<file path="config.mk">
export PLATFORM = sky130hd
export DESIGN_NAME = mfnp_outq
export DESIGN_NICKNAME = d
export VERILOG_FILES = /design/src/hdl/mfnp_pkg.sv /design/src/hdl/mfnp_outq.sv
export SDC_FILE = /design/constraint.sdc
export NUM_CORES = 1
export LEC_CHECK = 0
export BUFFER_PORTS_ARGS = -buffer_cell sky130_fd_sc_hd__buf_2
export CORE_UTILIZATION = 25
export CTS_CLUSTER_DIAMETER = 200
export DETAILED_ROUTE_END_ITERATION = 8
export PLACE_DENSITY_LB_ADDON = 0.25
export SYNTH_ARGS = -nofsm -noshare
export SYNTH_HDL_FRONTEND = slang
export SYNTH_SLANG_ARGS = --single-unit
</file>
<file path="constraint.sdc">
create_clock -name clk -period 27.5 [get_ports clk]
set_input_delay 6.875 -clock clk [delete_from_list [all_inputs] [get_ports clk]]
set_output_delay 6.875 -clock clk [all_outputs]
set_load 0.02 [all_outputs]
</file>
<file path="src/hdl/mfnp_pkg.sv">
// Shared types and constants for the MIDI file note parser.
`default_nettype none
package mfnp_pkg;

  localparam int NoteDepth = 256;
  localparam int NoteAw    = 8;
  localparam int TickW     = 32;

  typedef enum logic [17:0] {
    PH_MAGIC  = 18'h00001,
    PH_HLEN   = 18'h00002,
    PH_FMT    = 18'h00004,
    PH_NTRK   = 18'h00008,
    PH_DIV    = 18'h00010,
    PH_TMAGIC = 18'h00020,
    PH_TLEN   = 18'h00040,
    PH_DELTA  = 18'h00080,
    PH_STATUS = 18'h00100,
    PH_KEY    = 18'h00200,
    PH_VEL    = 18'h00400,
    PH_SKIP   = 18'h00800,
    PH_MTYPE  = 18'h01000,
    PH_MLEN   = 18'h02000,
    PH_TEMPO  = 18'h04000,
    PH_XLEN   = 18'h08000,
    PH_TAIL   = 18'h10000,
    PH_DONE   = 18'h20000
  } phase_t;

  typedef enum logic [2:0] {
    KIND_NOTE     = 3'd0,
    KIND_TEMPO    = 3'd1,
    KIND_HDR_OK   = 3'd2,
    KIND_HDR_BAD  = 3'd3,
    KIND_FINISHED = 3'd4
  } kind_t;

  // One result transaction.
  typedef struct packed {
    logic [2:0]  kind;
    logic [7:0]  note_number;
    logic [31:0] on_tick;
    logic [31:0] release_tick;
    logic [31:0] tempo_tick;
    logic [23:0] quarter_usec;
    logic [14:0] division;
    logic [15:0] track_count;
    logic        last_of_run;
  } result_t;

  // Results produced by one byte, before the note table read is merged in.
  typedef struct packed {
    logic        r0_vld;
    logic        r0_is_note; // first result is a note; on_tick comes from the table
    result_t     r0;
    logic        r1_vld;
    result_t     r1;
  } step_t;

  localparam logic [7:0] HdrM0 = 8'h4D, HdrM1 = 8'h54, HdrM2 = 8'h68, HdrM3 = 8'h64;
  localparam logic [7:0] TrkM2 = 8'h72, TrkM3 = 8'h6B;
  localparam logic [14:0] TpbMask    = 15'h7FFF;
  localparam logic [14:0] TpbDefault = 15'd480;
  localparam logic [7:0] MetaTempo = 8'h51;
  localparam logic [7:0] MetaEot   = 8'h2F;
  localparam logic [7:0] StMeta    = 8'hFF;
  localparam logic [7:0] StSysex   = 8'hF0;
  localparam logic [7:0] StEscape  = 8'hF7;
  localparam logic [3:0] TyNoteOff = 4'h8, TyNoteOn = 4'h9, TyPoly = 4'hA, TyCtrl = 4'hB;
  localparam logic [3:0] TyProg = 4'hC, TyPress = 4'hD, TyBend = 4'hE;

endpackage
`default_nettype wire

</file>
<file path="src/hdl/mfnp_outq.sv">
// Four-entry result queue that merges the note start tick into note results.
`default_nettype none
module mfnp_outq
  import mfnp_pkg::*;
(
  input  wire logic        clk,
  input  wire logic        rst_n,
  input  wire logic        push,
  input  step_t            step_in,
  input  wire logic [31:0] tbl_rd_data,
  output logic             room,
  output logic             out_valid,
  input  wire logic        out_stall,
  output result_t          out_res
);
  // stage: step registered, table read data arrives in the same cycle
  logic    stg_vld_r, stg_vld_nxt;
  step_t   stg_r;
  result_t q_r [4];
  logic [1:0] rp_r, rp_nxt, wp_r, wp_nxt;
  logic [2:0] cnt_r, cnt_nxt;
  logic [1:0] n_in;
  logic    pop;
  result_t r0;

  assign pop = out_valid && !out_stall;
  assign out_valid = (cnt_r != '0);
  assign out_res = q_r[rp_r];
  // leave space for whatever the staged byte and the next byte may add
  assign room = (cnt_r + {1'b0, n_in}) <= 3'd2;

  always_comb begin
    r0 = stg_r.r0;
    if (stg_r.r0_is_note) r0.on_tick = tbl_rd_data;
    n_in = '0;
    if (stg_vld_r) n_in = {1'b0, stg_r.r0_vld} + {1'b0, stg_r.r1_vld};
    stg_vld_nxt = push;
    rp_nxt = rp_r + {1'b0, pop};
    wp_nxt = wp_r + n_in;
    cnt_nxt = cnt_r + {1'b0, n_in} - {2'b0, pop};
  end

  always_ff @(posedge clk) begin
    if (!rst_n) begin
      stg_vld_r <= 1'b0; rp_r <= '0; wp_r <= '0; cnt_r <= '0;
    end else begin
      stg_vld_r <= stg_vld_nxt; rp_r <= rp_nxt; wp_r <= wp_nxt; cnt_r <= cnt_nxt;
    end
  end

  always_ff @(posedge clk) begin
    if (push) stg_r <= step_in;
    if (stg_vld_r && stg_r.r0_vld) q_r[wp_r] <= r0;
    if (stg_vld_r && stg_r.r1_vld) q_r[wp_r + 2'd1] <= stg_r.r1;
  end
endmodule
`default_nettype wire

</file>
==> results of run 1 <==
## worst max-delay path, cell delays in order (launching register included)
cell and delay [ns]:
dfxtp_4 0.58, buf_4 0.76, buf_4 0.74, mux4_2 0.48
buf_2 0.19
## cells by family after synthesis
group                      Yosys count  synth area share
muxes                              850             0.280
xor gates and xnor gates             3          0.000616
buffers and inverters              119            0.0192
adders and majority gates            7           0.00223
and+or+nand+nor                     23           0.00361
AOI/OAI and AO/OA                    4          0.000703
DFF                                989             0.694
## routing by layer
layer  part of all wire  track usage  vias to the layer above
met2               0.48        0.203                      562
met5             0.0011            0                        -
met3              0.055       0.0309                      173
met4              0.022       0.0359                       20
met1               0.44        0.164                    10900
li1                   -            -                     9369
## worst paths after layout
kind | cells past startpoint | to | from
setup / recovery | 4 | out_res[69] | rp_r[1]
hold / removal | 1 | q_r[0][35] | stg_r[35]
setup reg to reg | 5 | q_r[2][64] | wp_r[1]
hold reg to reg | 1 | q_r[0][35] | stg_r[35]
## layout make-up
cell class | instances | area [um^2] | area share
multi-input cells | 887 | 12300 | 0.240
flip-flops and latches | 989 | 29600 | 0.578
inverters | 4 | 15.0 | 0.000293
clock buffers | 140 | 2990 | 0.0584
repair buffers | 567 | 2990 | 0.0584
diodes | 11 | 27.5 | 0.000537
well taps | 2218 | 2780 | 0.0542
clock inverters | 65 | 529 | 0.0103
## synthesized netlist by cell type, drive strengths merged
library cell  number  area (um^2)
a21bo              1         10.0
a21boi             2         15.0
a21oi              1         5.00
and2               5         31.3
and3b              1         8.76
buf              104          764
clkbuf            11         41.3
dfxtp              8          160
edfxtp           981        29500
fa                 1         20.0
ha                 6         75.1
inv                4         15.0
mux2             684         8230
mux2i              3         30.0
mux4             163         3670
nand2              2         7.51
nand2b             1         6.26
nand3              2         10.0
nand3b             2         15.0
nand4              1         6.26
nand4b             2         17.5
nor2b              3         18.8
nor3b              1         7.51
nor4bb             1         10.0
or3                1         6.26
or3b               1         8.76
xnor2              2         17.5
xor2               1         8.76
## state kept, by name, indices dropped and copies added, names as in the netlist
| register | flops |
|---|---|
| cnt_r | 3 |
| q_r | 652 |
| r0 | 131 |
| rp_r | 2 |
| stg_r | 198 |
| stg_vld_r | 1 |
| wp_r | 2 |
## where the power goes
| group | leakage, nW | internal [W] | switching (W) |
|---|---|---|---|
| combinational | 6.86 | 0.000316 | 0.000371 |
| sequential | 9.21 | 0.00175 | 0.0000568 |
| clock | 1.70 | 0.000832 | 0.000619 |
## per-stage QoR
| stage | cells | power, W | hold WS, ns | util | setup WS, ns |
|---|---|---|---|---|---|
| detailed placement | 4665 | 0.00255 | 0.606 | 0.281 | 17.36 |
| global route | 4878 | 0.00411 | 0.642 | 0.302 | 16.69 |
| global placement | 4665 | 0.00255 | 0.606 | 0.281 | 17.44 |
| CTS | 4870 | 0.00402 | 0.610 | 0.302 | 16.66 |
| floorplan | 1995 | 0.00230 | 0.546 | - | 13.90 |
| finish | 4881 | 0.00395 | 0.620 | 0.302 | 16.91 |
==> flow_summary.toml, run 1 <==
[layout]
syn2layout_area_growth_pct = 20.1
nNetsFinal = 2935
final_area_um2 = 51200
n_fill_cell = 16600
drive_above_1_share = 0.593
final_common_cell = "edfxtp_1"
mostFrequentLayoutCells = "edfxtp_1, mux2_2, buf_2, mux4_2, mux2_4"

[route]
viasPerCell = 4.31
drtAntennaViolNets = 0
drt-initial-drc-count = 1231
drc = 0
via_count = 21000
dr.pass1.iters = 7
wl_per_cell_um = 22.3
drt-total-wl_mm = 109

[cts]
cts_inserted_buffers = 114
cts_tree = "built"
worstSkewPairLatency_ns = 0.75
cts_sinks = 989
path_clk_slew_ns = 0.06
h-tree-depth = 3
cts_setup_buffers = 0
root_buffer = "clkbuf_16"
ctsHoldBuffers = 0
max-clock-path-buffers = 3
cts_resized = 0

[logic_synthesis]
ys_warn_count = 0
yosysSeqAreaShare = 0.694
netlist-cell-type-count = 33
synth_cells = 1995
synth.net_count = 2367
synth-seq-cells = 989
synth_area_um2 = 42700
syn_area_per_cell_um2 = 21.4

[worst_setup_path]
startpoint_type = "flop"
crit_required_ns = 20.62
crit_fanout = 52
reg2reg_slack_ns = 23.62
cp_data_arrival_time_ns = 3.72
crit_path_end_kind = "primary output"
path_class = "reg2out"

[placement]
dp_hpwl_mm = 64.8
postPlaceCellArea_um2 = 47700
port_buffers = 529
gp_congestion = 0.722

[die]
die_w_um = 415
io_pins = 530
start_util = 0.252
rows = 151
die_h_um = 415
die-area_um2 = 172000
core-area_um2 = 169000

[sta]
hold_violations = 0
slew_headroom = 0.217
min_period_over_period = 0.385
fmax_mhz = 94.4
setup_violations = 0
finalMaxSlewViolations = 0
min_period_ns = 10.59
skew_ns = 0.0327
fin_tns_setup_ns = 0
rsz0062_at_grt = "no"
tightest_slew_ns = 1.17

[min_path]
hold_class = "reg2reg"

[pwr]
p_per_area_nw_per_um2 = 77.1
p_leak_nw = 17.8
ir_drop_mv = 0.0564

[outcome]
status = "complete, no violations"

[grt]
first_global_vias = 22500
grt_first_pass_wirelength_mm = 158
groute.usage.overall = 0.125
antenna_found_initial = 26
grt_max_degree = 116
overflow = 0

[run]
cap_viol_max_count = 0
(Power assumes the default switching activity.)
==> run 2, diff against run 1 <==
Clock period 27.5 ns to 9.1 ns, I/O delays scaled along.
==> run 2 against run 1 <==
Against the previous run: combinational power increased to 3.0 times the previous value; die area unchanged; critical endpoint is now out_res[75]; wire length increased by 0.45%; hold slack worse by 0.0034 ns; via count is 0.15% lower; clock skew is essentially flat; largest cell class unchanged; sequential power rose to 3.0 times the previous value; highest routed layer unchanged; core utilization about the same; critical path type unchanged.
==> flow_summary.toml, run 2 (same netlist as run 1, synthesis figures left out) <==
[placement]
dp_hpwl_mm = 64.9
port_buffers = 529
gp_congestion = 0.708
pre_cts_slack_ns = 4.18
dp_cells = 4664

[layout]
mostFrequentLayoutCells = "edfxtp_1, mux2_2, buf_2, mux4_2, mux2_4"
multi_input_area_um2 = 12300
final_core_util = 0.303
regMostFlops = "q_r"
syn2layout_area_growth_pct = 20.2
n_fill_cell = 16600
drive_above_1_share = 0.593
seq_area_um2 = 29600
nNetsFinal = 2932
largest_reg_flops = 652
finalNonFillerCells = 4882
final_common_cell = "edfxtp_1"

[cts]
cts_resized = 0
cts_inserted_buffers = 112
cts_setup_buffers = 0
h-tree-depth = 3
path_clk_slew_ns = 0.06
worstSkewPairLatency_ns = 0.75
cts_tree = "built"
root_buffer = "clkbuf_16"
ctsHoldBuffers = 0
cts_sinks = 989
max-clock-path-buffers = 3

[sta]
postLayoutSetupSlackWorst_ns = 3.41
tightest_slew_ns = 1.14
hold_violations = 0
fin_tns_setup_ns = 0
finalMaxSlewViolations = 0
rsz0062_at_grt = "no"
fmax_mhz = 176
min_period_ns = 5.69
setup_violations = 0
skew_ns = 0.0326
slew_headroom = 0.238
min_period_over_period = 0.625

[grt]
first_global_vias = 22500
antenna_found_initial = 31
groute.usage.overall = 0.125
grt_max_degree = 116
overflow = 0
grt_first_pass_wirelength_mm = 158

[die]
io_pins = 530
rows = 151
die_w_um = 415
core-area_um2 = 169000
die-area_um2 = 172000
start_util = 0.252
die_h_um = 415

[route]
drt-met1-wl_mm = 47.8
dr.pass1.iters = 5
wl_per_cell_um = 22.4
viasPerCell = 4.30
met3_length_mm = 6.19
drc = 0
drt-total-wl_mm = 109
wl_met2_mm = 53.0
drt-initial-drc-count = 1304
dr.max_layer_used = "met5"
drtAntennaViolNets = 0
via_count = 21000

[run]
cap_viol_max_count = 0

[worst_setup_path]
cp_data_arrival_time_ns = 3.41
path_class = "reg2out"
startpoint_type = "flop"
crit_path_end_kind = "primary output"
crit_fanout = 82
crit_required_ns = 6.83

[pwr]
p_leak_nw = 17.8
ir_drop_mv = 0.158
p_per_area_nw_per_um2 = 232

[outcome]
status = "complete, no violations"

[min_path]
hold_class = "reg2reg"
-- run 2: metrics by stage --
step	hold WS (ns)	area [um^2]	power, W
after floorplan	0.546	42700	0.00694
after global placement	0.605	47800	0.00768
after detailed placement	0.609	47800	0.00769
after CTS	0.615	51300	0.0121
after global routing	0.631	51300	0.0124
final	0.617	51300	0.0119
-- run 2: area by class of cell --
type | instances | share of cell area
diodes | 8 | 0.000390
clock buffers | 147 | 0.0586
clock inverters | 63 | 0.0101
inverters | 4 | 0.000293
multi-input cells | 887 | 0.239
flip-flops and latches | 989 | 0.577
well taps | 2218 | 0.0541
repair buffers | 566 | 0.0597
-- run 2: worst paths after layout --
check | from | end | slack, ns | cells after the start
max | rp_r[0] | out_res[75] | 3.41 | 3
min | stg_r[139] | q_r[3][139] | 0.62 | 1
max reg2reg | stg_vld_r | q_r[1][48] | 5.42 | 5
min reg2reg | stg_r[139] | q_r[3][139] | 0.62 | 1
-- run 2: report_power, final --
part | leakage [nW] | switching [W] | internal [W] | total [W]
Clock | 1.72 | 0.00186 | 0.00251 | 0.00438
Sequential | 9.21 | 0.000189 | 0.00530 | 0.00549
Combinational | 6.87 | 0.00109 | 0.000962 | 0.00205
Total | 17.8 | 0.00314 | 0.00878 | 0.0119
-- run 2: worst max-delay path, cell delays in order, from the launching register on --
cell	delay, ns
dfxtp_4	0.90
buf_12	0.45
mux4_2	0.64
buf_2	0.18
-- run 2: routing by layer --
layer | vias up | track usage
li1 | 9382 | -
met1 | 10800 | 0.162
met2 | 586 | 0.206
met3 | 189 | 0.0323
met4 | 20 | 0.0348
met5 | - | 0
