--- src/hdl/mfnp_pkg.sv ---
// Shared types and constants for the MIDI file note parser.
`default_nettype none
package mfnp_pkg;

  localparam int NoteDepth = 256;
  localparam int NoteAw    = 8;
  localparam int TickW     = 32;

  typedef enum logic [17:0] {
    PH_MAGIC  = 18'h00001,
    PH_HLEN   = 18'h00002,
    PH_FMT    = 18'h00004,
    PH_NTRK   = 18'h00008,
    PH_DIV    = 18'h00010,
    PH_TMAGIC = 18'h00020,
    PH_TLEN   = 18'h00040,
    PH_DELTA  = 18'h00080,
    PH_STATUS = 18'h00100,
    PH_KEY    = 18'h00200,
    PH_VEL    = 18'h00400,
    PH_SKIP   = 18'h00800,
    PH_MTYPE  = 18'h01000,
    PH_MLEN   = 18'h02000,
    PH_TEMPO  = 18'h04000,
    PH_XLEN   = 18'h08000,
    PH_TAIL   = 18'h10000,
    PH_DONE   = 18'h20000
  } phase_t;

  typedef enum logic [2:0] {
    KIND_NOTE     = 3'd0,
    KIND_TEMPO    = 3'd1,
    KIND_HDR_OK   = 3'd2,
    KIND_HDR_BAD  = 3'd3,
    KIND_FINISHED = 3'd4
  } kind_t;

  // One result transaction.
  typedef struct packed {
    logic [2:0]  kind;
    logic [7:0]  note_number;
    logic [31:0] on_tick;
    logic [31:0] release_tick;
    logic [31:0] tempo_tick;
    logic [23:0] quarter_usec;
    logic [14:0] division;
    logic [15:0] track_count;
    logic        last_of_run;
  } result_t;

  // Results produced by one byte, before the note table read is merged in.
  typedef struct packed {
    logic        r0_vld;
    logic        r0_is_note; // first result is a note; on_tick comes from the table
    result_t     r0;
    logic        r1_vld;
    result_t     r1;
  } step_t;

  localparam logic [7:0] HdrM0 = 8'h4D, HdrM1 = 8'h54, HdrM2 = 8'h68, HdrM3 = 8'h64;
  localparam logic [7:0] TrkM2 = 8'h72, TrkM3 = 8'h6B;
  localparam logic [14:0] TpbMask    = 15'h7FFF;
  localparam logic [14:0] TpbDefault = 15'd480;
  localparam logic [7:0] MetaTempo = 8'h51;
  localparam logic [7:0] MetaEot   = 8'h2F;
  localparam logic [7:0] StMeta    = 8'hFF;
  localparam logic [7:0] StSysex   = 8'hF0;
  localparam logic [7:0] StEscape  = 8'hF7;
  localparam logic [3:0] TyNoteOff = 4'h8, TyNoteOn = 4'h9, TyPoly = 4'hA, TyCtrl = 4'hB;
  localparam logic [3:0] TyProg = 4'hC, TyPress = 4'hD, TyBend = 4'hE;

endpackage
`default_nettype wire

--- src/hdl/mfnp_core.sv ---
// Byte parser: phase machine, chunk accounting, note open flags.
`default_nettype none
module mfnp_core
  import mfnp_pkg::*;
(
  input  wire logic                 clk,
  input  wire logic                 rst_n,
  input  wire logic                 step_en,
  input  wire logic [7:0]           file_byte,
  input  wire logic                 new_file,
  output step_t                     step,
  output logic                      tbl_wr_en,
  output logic [NoteAw-1:0]         tbl_addr,
  output logic [TickW-1:0]          tbl_wr_data
);
  phase_t       ph_r, ph_nxt;
  logic [2:0]   fbc_r, fbc_nxt;
  logic [15:0]  hw_r, hw_nxt;
  logic [15:0]  ttot_r, ttot_nxt;
  logic [15:0]  tseen_r, tseen_nxt;
  logic [31:0]  cleft_r, cleft_nxt;
  logic [31:0]  tick_r, tick_nxt;
  logic [7:0]   rs_r, rs_nxt;
  logic [31:0]  acc_r, acc_nxt;
  logic [7:0]   mk_r, mk_nxt;
  logic [31:0]  skip_r, skip_nxt;
  logic [23:0]  tmp_r, tmp_nxt;
  logic [7:0]   pn_r, pn_nxt;
  logic [NoteDepth-1:0] open_r, open_nxt;

  // values after an optional new_file clear
  phase_t       ph;
  logic [2:0]   fbc;
  logic [15:0]  hw, ttot, tseen;
  logic [31:0]  cleft, tick, acc, skip;
  logic [7:0]   rs, mk, pn;
  logic [23:0]  tmp;
  logic [NoteDepth-1:0] open_v;

  logic [7:0]  b;
  logic [31:0] vlq;
  logic [3:0]  ty, ty_st;
  logic [7:0]  rs_new;
  logic        in_chunk, end_trk, fin_a, fin_b;
  logic [15:0] tseen_inc;
  logic [7:0]  hdr_exp, trk_exp;
  logic [14:0] tpb;
  logic [15:0] hw_sh;
  logic [31:0] skl;
  logic        do_skl;
  logic [23:0] tmp_sh;

  always_comb begin
    b = file_byte;
    if (new_file) begin
      ph = PH_MAGIC; fbc = '0; hw = '0; ttot = '0; tseen = '0; cleft = '0;
      tick = '0; rs = '0; acc = '0; mk = '0; skip = '0; tmp = '0; pn = '0;
      open_v = '0;
    end else begin
      ph = ph_r; fbc = fbc_r; hw = hw_r; ttot = ttot_r; tseen = tseen_r;
      cleft = cleft_r; tick = tick_r; rs = rs_r; acc = acc_r; mk = mk_r;
      skip = skip_r; tmp = tmp_r; pn = pn_r; open_v = open_r;
    end
  end

  always_comb begin
    unique case (fbc[1:0])
      2'd0: hdr_exp = HdrM0;
      2'd1: hdr_exp = HdrM1;
      2'd2: hdr_exp = HdrM2;
      default: hdr_exp = HdrM3;
    endcase
    unique case (fbc[1:0])
      2'd0: trk_exp = HdrM0;
      2'd1: trk_exp = HdrM1;
      2'd2: trk_exp = TrkM2;
      default: trk_exp = TrkM3;
    endcase
  end

  always_comb begin
    ph_nxt = ph; fbc_nxt = fbc; hw_nxt = hw; ttot_nxt = ttot; tseen_nxt = tseen;
    cleft_nxt = cleft; tick_nxt = tick; rs_nxt = rs; acc_nxt = acc; mk_nxt = mk;
    skip_nxt = skip; tmp_nxt = tmp; pn_nxt = pn; open_nxt = open_v;
    step = '0;
    tbl_wr_en = 1'b0;
    tbl_addr = pn;
    tbl_wr_data = tick;
    fin_a = 1'b0;
    vlq = {acc[24:0], b[6:0]};
    hw_sh = {hw[7:0], b};
    tpb = hw_sh[14:0] & TpbMask;
    if (tpb == '0) tpb = TpbDefault;
    rs_new = b[7] ? b : rs;
    ty_st = rs_new[7:4];
    ty = rs[7:4];
    skl = '0;
    do_skl = 1'b0;
    tmp_sh = {tmp[15:0], b};
    in_chunk = (ph == PH_DELTA) || (ph == PH_STATUS) || (ph == PH_KEY) ||
               (ph == PH_VEL) || (ph == PH_SKIP) || (ph == PH_MTYPE) ||
               (ph == PH_MLEN) || (ph == PH_TEMPO) || (ph == PH_XLEN) ||
               (ph == PH_TAIL);
    tseen_inc = tseen + 16'd1;

    unique case (ph)
      PH_MAGIC: begin
        if (b != hdr_exp) begin
          ph_nxt = PH_DONE;
          step.r0_vld = 1'b1;
          step.r0.kind = KIND_HDR_BAD;
        end else if (fbc == 3'd3) begin
          fbc_nxt = '0; ph_nxt = PH_HLEN;
        end else begin
          fbc_nxt = fbc + 3'd1;
        end
      end
      PH_HLEN, PH_FMT, PH_NTRK, PH_DIV: begin
        hw_nxt = hw_sh;
        fbc_nxt = fbc + 3'd1;
        if (ph == PH_HLEN) begin
          if (fbc == 3'd3) begin fbc_nxt = '0; ph_nxt = PH_FMT; end
        end else if (fbc == 3'd1) begin
          fbc_nxt = '0;
          if (ph == PH_FMT) begin
            ph_nxt = PH_NTRK;
          end else if (ph == PH_NTRK) begin
            ttot_nxt = hw_sh; ph_nxt = PH_DIV;
          end else begin
            step.r0_vld = 1'b1;
            step.r0.kind = KIND_HDR_OK;
            step.r0.division = tpb;
            step.r0.track_count = ttot;
            tseen_nxt = '0;
            if (ttot == '0) begin
              fin_a = 1'b1;
            end else begin
              ph_nxt = PH_TMAGIC;
            end
          end
        end
      end
      PH_TMAGIC: begin
        if (b != trk_exp) begin
          fin_a = 1'b1;
        end else if (fbc == 3'd3) begin
          fbc_nxt = '0; acc_nxt = '0; ph_nxt = PH_TLEN;
        end else begin
          fbc_nxt = fbc + 3'd1;
        end
      end
      PH_TLEN: begin
        acc_nxt = {acc[23:0], b};
        fbc_nxt = fbc + 3'd1;
        if (fbc == 3'd3) begin
          fbc_nxt = '0; acc_nxt = '0; tick_nxt = '0; rs_nxt = '0;
          cleft_nxt = {acc[23:0], b};
          if ({acc[23:0], b} == '0) begin
            // empty chunk: end the track now
            cleft_nxt = '0;
            tseen_nxt = tseen_inc;
            if (tseen_inc >= ttot) fin_a = 1'b1;
            else begin ph_nxt = PH_TMAGIC; end
          end else begin
            ph_nxt = PH_DELTA;
          end
        end
      end
      PH_DELTA: begin
        acc_nxt = vlq;
        if (!b[7]) begin
          tick_nxt = tick + vlq; acc_nxt = '0; ph_nxt = PH_STATUS;
        end
      end
      PH_STATUS: begin
        if (b == StMeta) begin
          ph_nxt = PH_MTYPE;
        end else if (b == StSysex || b == StEscape) begin
          acc_nxt = '0; ph_nxt = PH_XLEN;
        end else begin
          rs_nxt = rs_new;
          if (ty_st == TyNoteOff || ty_st == TyNoteOn) begin
            if (b[7]) ph_nxt = PH_KEY;
            else begin pn_nxt = b; ph_nxt = PH_VEL; end
          end else if (ty_st == TyPoly || ty_st == TyCtrl || ty_st == TyBend) begin
            do_skl = 1'b1; skl = b[7] ? 32'd2 : 32'd1;
          end else if (ty_st == TyProg || ty_st == TyPress) begin
            do_skl = 1'b1; skl = b[7] ? 32'd1 : 32'd0;
          end else begin
            ph_nxt = PH_DELTA;
          end
        end
      end
      PH_KEY: begin
        pn_nxt = b; ph_nxt = PH_VEL;
      end
      PH_VEL: begin
        if (ty == TyNoteOn && b != '0) begin
          tbl_wr_en = 1'b1;
          open_nxt[pn] = 1'b1;
        end else if (open_v[pn]) begin
          step.r0_vld = 1'b1;
          step.r0_is_note = 1'b1;
          step.r0.kind = KIND_NOTE;
          step.r0.note_number = pn;
          step.r0.release_tick = tick;
          open_nxt[pn] = 1'b0;
        end
        ph_nxt = PH_DELTA;
      end
      PH_SKIP: begin
        if (skip <= 32'd1) begin skip_nxt = '0; ph_nxt = PH_DELTA; end
        else skip_nxt = skip - 32'd1;
      end
      PH_MTYPE: begin
        mk_nxt = b; acc_nxt = '0; ph_nxt = PH_MLEN;
      end
      PH_MLEN: begin
        acc_nxt = vlq;
        if (!b[7]) begin
          acc_nxt = '0;
          if (mk == MetaTempo && vlq == 32'd3) begin
            tmp_nxt = '0; fbc_nxt = '0; ph_nxt = PH_TEMPO;
          end else if (mk == MetaEot) begin
            ph_nxt = PH_TAIL;
          end else begin
            do_skl = 1'b1; skl = vlq;
          end
        end
      end
      PH_TEMPO: begin
        tmp_nxt = tmp_sh;
        fbc_nxt = fbc + 3'd1;
        if (fbc == 3'd2) begin
          fbc_nxt = '0;
          step.r0_vld = 1'b1;
          step.r0.kind = KIND_TEMPO;
          step.r0.tempo_tick = tick;
          step.r0.quarter_usec = tmp_sh;
          ph_nxt = PH_DELTA;
        end
      end
      PH_XLEN: begin
        acc_nxt = vlq;
        if (!b[7]) begin
          acc_nxt = '0; do_skl = 1'b1; skl = vlq;
        end
      end
      PH_TAIL: ;
      PH_DONE: ;
      default: ph_nxt = PH_DONE;
    endcase

    if (do_skl) begin
      if (skl == '0) ph_nxt = PH_DELTA;
      else begin skip_nxt = skl; ph_nxt = PH_SKIP; end
    end
    if (fin_a) ph_nxt = PH_DONE;

    // chunk byte accounting
    end_trk = in_chunk && (cleft <= 32'd1);
    fin_b = 1'b0;
    if (in_chunk) begin
      if (end_trk) begin
        cleft_nxt = '0;
        tseen_nxt = tseen_inc;
        if (tseen_inc >= ttot) begin
          fin_b = 1'b1; ph_nxt = PH_DONE;
        end else begin
          ph_nxt = PH_TMAGIC; fbc_nxt = '0;
        end
      end else begin
        cleft_nxt = cleft - 32'd1;
      end
    end

    // place finish result after any earlier one
    if (fin_a || fin_b) begin
      if (step.r0_vld) begin
        step.r1_vld = 1'b1;
        step.r1.kind = KIND_FINISHED;
        step.r1.last_of_run = 1'b1;
      end else begin
        step.r0_vld = 1'b1;
        step.r0.kind = KIND_FINISHED;
      end
    end
    if (step.r0_vld && !step.r1_vld) step.r0.last_of_run = 1'b1;
  end

  always_ff @(posedge clk) begin
    if (!rst_n) begin
      ph_r <= PH_MAGIC; fbc_r <= '0; hw_r <= '0; ttot_r <= '0; tseen_r <= '0;
      cleft_r <= '0; tick_r <= '0; rs_r <= '0; acc_r <= '0; mk_r <= '0;
      skip_r <= '0; tmp_r <= '0; pn_r <= '0; open_r <= '0;
    end else if (step_en) begin
      ph_r <= ph_nxt; fbc_r <= fbc_nxt; hw_r <= hw_nxt; ttot_r <= ttot_nxt;
      tseen_r <= tseen_nxt; cleft_r <= cleft_nxt; tick_r <= tick_nxt;
      rs_r <= rs_nxt; acc_r <= acc_nxt; mk_r <= mk_nxt; skip_r <= skip_nxt;
      tmp_r <= tmp_nxt; pn_r <= pn_nxt; open_r <= open_nxt;
    end
  end
endmodule
`default_nettype wire

--- config.mk ---
export PLATFORM = sky130hd
export DESIGN_NAME = mfnp_core
export DESIGN_NICKNAME = d
export VERILOG_FILES = /design/src/hdl/mfnp_pkg.sv /design/src/hdl/mfnp_core.sv
export SDC_FILE = /design/constraint.sdc
export NUM_CORES = 2
export LEC_CHECK = 0
export ABC_AREA = 1
export ABC_CLOCK_PERIOD_IN_PS = 16850
export BUFFER_PORTS_ARGS = -buffer_cell sky130_fd_sc_hd__buf_2
export CAP_MARGIN = 20
export CORE_AREA = 2 2 483 293
export DETAILED_ROUTE_END_ITERATION = 7
export DIE_AREA = 0 0 485 295
export MAX_ROUTING_LAYER = met4
export PLACE_DENSITY = 0.57
export SLEW_MARGIN = 20
export SYNTH_ARGS = -nofsm -noshare
export SYNTH_HDL_FRONTEND = slang
export SYNTH_SLANG_ARGS = --single-unit
--- constraint.sdc ---
create_clock -name clk -period 16.85 [get_ports clk]
set_input_delay 4.2125 -clock clk [delete_from_list [all_inputs] [get_ports clk]]
set_output_delay 4.2125 -clock clk [all_outputs]
set_load 0.02 [all_outputs]
==> impl_metrics.py <==
metrics = {
    "logic_synthesis": {
        "post_synth_and_or_nand_nor_area_fraction_pct": 34.5,
        "synth.cells.most_frequent": "sky130_fd_sc_hd__nand2_1 (2,126), sky130_fd_sc_hd__nor2_1 (772), sky130_fd_sc_hd__inv_1 (741), sky130_fd_sc_hd__a21oi_1 (625), sky130_fd_sc_hd__dfxtp_1 (474)",
        "largest_family_of_logic_cells_by_synthesized_area": "simple AND/OR/NAND/NOR gates",
        "area_contributors_post_synth": "sky130_fd_sc_hd__dfxtp_1 (23%), sky130_fd_sc_hd__nand2_1 (19%), sky130_fd_sc_hd__a21oi_1 (7.6%)",
        "yosys.area.top_type_share_pct": 22.9,
        "post_synth_inst_count": 7042,
        "synth.area.mux_share_pct": 6.77,
        "synthDistinctLibCells": 60,
        "ys_async_sr_fraction_pct": 0,
        "biggest_area_consumer_among_synthesized_cells": "sky130_fd_sc_hd__dfxtp_1",
        "synthesis.area_per_instance_um2": 5.88,
        "ys_ff_latch": 474,
        "yosysMostFrequentCell": "sky130_fd_sc_hd__nand2_1",
        "synthesis.area_mm2": 0.0414,
        "synth_fa_ha_area_share_pct": 1.95,
        "synthXorXnorAreaFrac_pct": 1.23,
        "synth_enable_flop_cells": 0,
        "synth-compound-area-share_pct": 17.1,
        "yosys_warnings": 0,
        "synth-seq-area-share_pct": 22.9,
        "synth_top_flop_cell": "sky130_fd_sc_hd__dfxtp_1",
    },
    "floorplanning": {
        "die-area_mm2": 0.143,
        "dieHeight_um": 295,
        "die_w_um": 485,
        "coreArea_mm2": 0.139,
        "initial_core_util_pct": 29.9,
        "num_io_pins": 382,
        "fp-row-count": 106,
    },
    "worst_setup_path": {
        "critical_path_required_ps": 12640,
        "crit_type": "in2out",
        "startpoint_type": "input port",
        "critical_path.reg2reg.endpoint": "open_r[49]",
        "worst-path-max-fanout": 89,
        "critPathCaptureType": "primary output",
        "worst_r2r_path_depth": 13,
        "regToRegSetupSlack_ps": 11840,
        "worst_ep_arrival_time_ps": 9640,
        "r2r-start": "pn_r[0]",
    },
    "clocking": {
        "cts_post_setup_buffers_inserted": 0,
        "cts-buffers-inserted": 57,
        "clk_pin_slew_ps": 60,
        "postCtsHoldBufs": 0,
        "cts.sinks": 474,
        "ctsHtreeMaxLevel": 2,
        "cts_resized": 0,
        "clock_insertion_delay_at_the_later_pin_of_the_skew_report_ps": 680,
        "clock_tree.root_cell": "sky130_fd_sc_hd__clkbuf_16",
        "cts_tree": "done",
        "max-clock-path-buffers": 3,
    },
    "grt": {
        "grt_residual_overflow": 0,
        "grt_antenna_before_repair": 1,
        "grt_pass1_vias": 39200,
        "grt.total_usage_pct": 22.9,
        "pin_count_of_the_biggest_net_entering_global_routing": 194,
        "grt_pass1_wl_mm": 251,
    },
    "sta": {
        "whs_ps": 464,
        "grt_setup_unrepaired": "false",
        "worst-slew-pin-transition_ps": 1190,
        "clock.fmax_mhz": 72.2,
        "post-route-worst-setup-slack_ps": 3000,
        "hold_viol_final": 0,
        "report.final.setup_viol": 0,
        "fin_worst_skew_ps": 40.2,
        "slew_viol_final": 0,
        "fin_setup_tns_ps": 0,
        "timing.max_slew.rel_slack_pct": 20.8,
        "fin_crit_sh_pct": 82.2,
        "fin_crit_ps": 13850,
    },
    "hold_path": {
        "hold-path-endpoint": "open_r[161]",
        "worst_hold_path.num_cells": 2,
        "worst_hold_path_type": "reg2reg",
        "hold_start": "open_r[161]",
    },
    "routing": {
        "met2_wirelength_mm": 66.2,
        "num_vias": 45600,
        "highest_layer": "met4",
        "first_pass_iters": 8,
        "initialDrtViolationCount": 5776,
        "route.met3.wl_mm": 16.1,
        "wirelength_met1_mm": 82.2,
        "ant_nets": 0,
        "vias_per_cell": 5.19,
        "postRouteWirelength_mm": 169,
        "route.detailed.drc": 0,
        "wl_per_cell_um": 19.2,
    },
    "place": {
        "placer_congestion_estimate": 0.989,
        "postPlaceCellArea_mm2": 0.0426,
        "hpwl_mm": 109,
        "portBuffers": 188,
        "detailedPlace.worstSlack_ps": 3190,
    },
    "cells_and_area": {
        "finish.net_count": 6981,
        "syn2layout_area_growth_pct": 7.68,
        "proportion_of_layout_cells_with_a_drive_suffix_above_1_pct": 9.18,
        "fill_cells": 15500,
        "post-route-cell-area_mm2": 0.0446,
        "final_core_util_pct": 32.2,
    },
    "flow_run": {
        "max_cap_violation_count": 0,
    },
    "pwr": {
        "power.density_mw_per_mm2": 65.2,
        "power_leakage_nw": 19.4,
        "worst_ir_drop_vdd_mv": 0.0825,
    },
    "run_status": {
        "run_status": "completed",
    },
}
-- per-stage QoR --
stage / total power [mW] / instances
finish: 2.91 / 8785
global route: 3.00 / 8784
CTS: 2.92 / 8782
detailed placement: 1.54 / 8681
global placement: 1.54 / 8681
floorplan: 1.46 / 7234
-- sequential cells by signal (all words and copies together), names as in the netlist --
signal / cells
open_r: 256
cleft_r: 32
skip_r: 32
tick_r: 32
acc_r: 25
ph_r: 18
tmp_r: 16
tseen_r: 16
ttot_r: 16
hw_r: 8
mk_r: 8
pn_r: 8
rs_r: 4
fbc_r: 3
-- report_power, final --
| part | internal (mW) | switching [mW] |
|---|---|---|
| Clock | 0.793 | 0.585 |
| Sequential | 1.14 | 0.00823 |
| Combinational | 0.0734 | 0.310 |
| Total | 2.00 | 0.903 |
-- final cells by class --
type	instances	area, um^2	share of cell area [%]
clock buffer	82	1630	3.66
inverter	773	2930	6.57
clock inverter	19	333	0.747
sequential	474	9490	21.3
multi-input combinational	5331	26200	58.9
tap	1836	2300	5.15
timing repair buffer	268	1640	3.69
antenna	2	5.00	0.0112
-- worst max-delay path: stages --
cell and delay, ps:
sky130_fd_sc_hd__buf_8 150, sky130_fd_sc_hd__inv_6 650, sky130_fd_sc_hd__nand2_2 740, sky130_fd_sc_hd__inv_2 1010
sky130_fd_sc_hd__nand3_1 160, sky130_fd_sc_hd__o211ai_1 150, sky130_fd_sc_hd__nor2_1 60, sky130_fd_sc_hd__o21ai_0 460
sky130_fd_sc_hd__nand2_1 120, sky130_fd_sc_hd__nand2_1 90, sky130_fd_sc_hd__nand3_1 80, sky130_fd_sc_hd__o21ai_1 170
sky130_fd_sc_hd__nand2_1 100, sky130_fd_sc_hd__nand3_2 110, sky130_fd_sc_hd__nand4_1 410, sky130_fd_sc_hd__buf_4 450
sky130_fd_sc_hd__nor2_1 170, sky130_fd_sc_hd__buf_2 180
-- layout by cell type (no fill, tap or decap), types with 41 or more instances in the layout --
master	count
sky130_fd_sc_hd__a21oi_1	625
sky130_fd_sc_hd__buf_2	186
sky130_fd_sc_hd__buf_4	74
sky130_fd_sc_hd__clkbuf_16	57
sky130_fd_sc_hd__conb_1	193
sky130_fd_sc_hd__dfxtp_1	473
sky130_fd_sc_hd__ha_1	63
sky130_fd_sc_hd__inv_1	738
sky130_fd_sc_hd__mux2_1	41
sky130_fd_sc_hd__mux2_2	151
sky130_fd_sc_hd__mux2i_1	64
sky130_fd_sc_hd__nand2_1	2125
sky130_fd_sc_hd__nand3_1	256
sky130_fd_sc_hd__nand4_1	70
sky130_fd_sc_hd__nor2_1	767
sky130_fd_sc_hd__nor3_1	124
sky130_fd_sc_hd__o211ai_1	104
sky130_fd_sc_hd__o21ai_0	350
sky130_fd_sc_hd__xor2_1	44
-- how the worst max path moves through the flow --
stage,endpoint,startpoint,depth (start not counted)
global route,step[278],new_file,18
detailed placement,step[273],new_file,18
floorplan,step[162],new_file,31
global placement,step[0],new_file,16
finish,step[273],new_file,18
CTS,step[273],new_file,18
-- cells by family after synthesis --
group | count (synthesis)
other | 1
multiplexers | 256
flip-flops | 474
buffers and inverters | 1429
AO/OA/AOI/OAI | 1274
adder cells (fa/ha/maj) | 64
AND/OR/NAND/NOR | 3486
XOR/XNOR | 58
-- layer usage --
| metal | vias to the layer above | GRT usage [%] |
|---|---|---|
| met1 | 21400 | 35.2 |
| li1 | 22000 | - |
| met3 | 220 | 3.63 |
| met2 | 1974 | 30.3 |
| met5 | - | - |
| met4 | 0 | 5.43 |
Power figures use the tool's default switching activity.
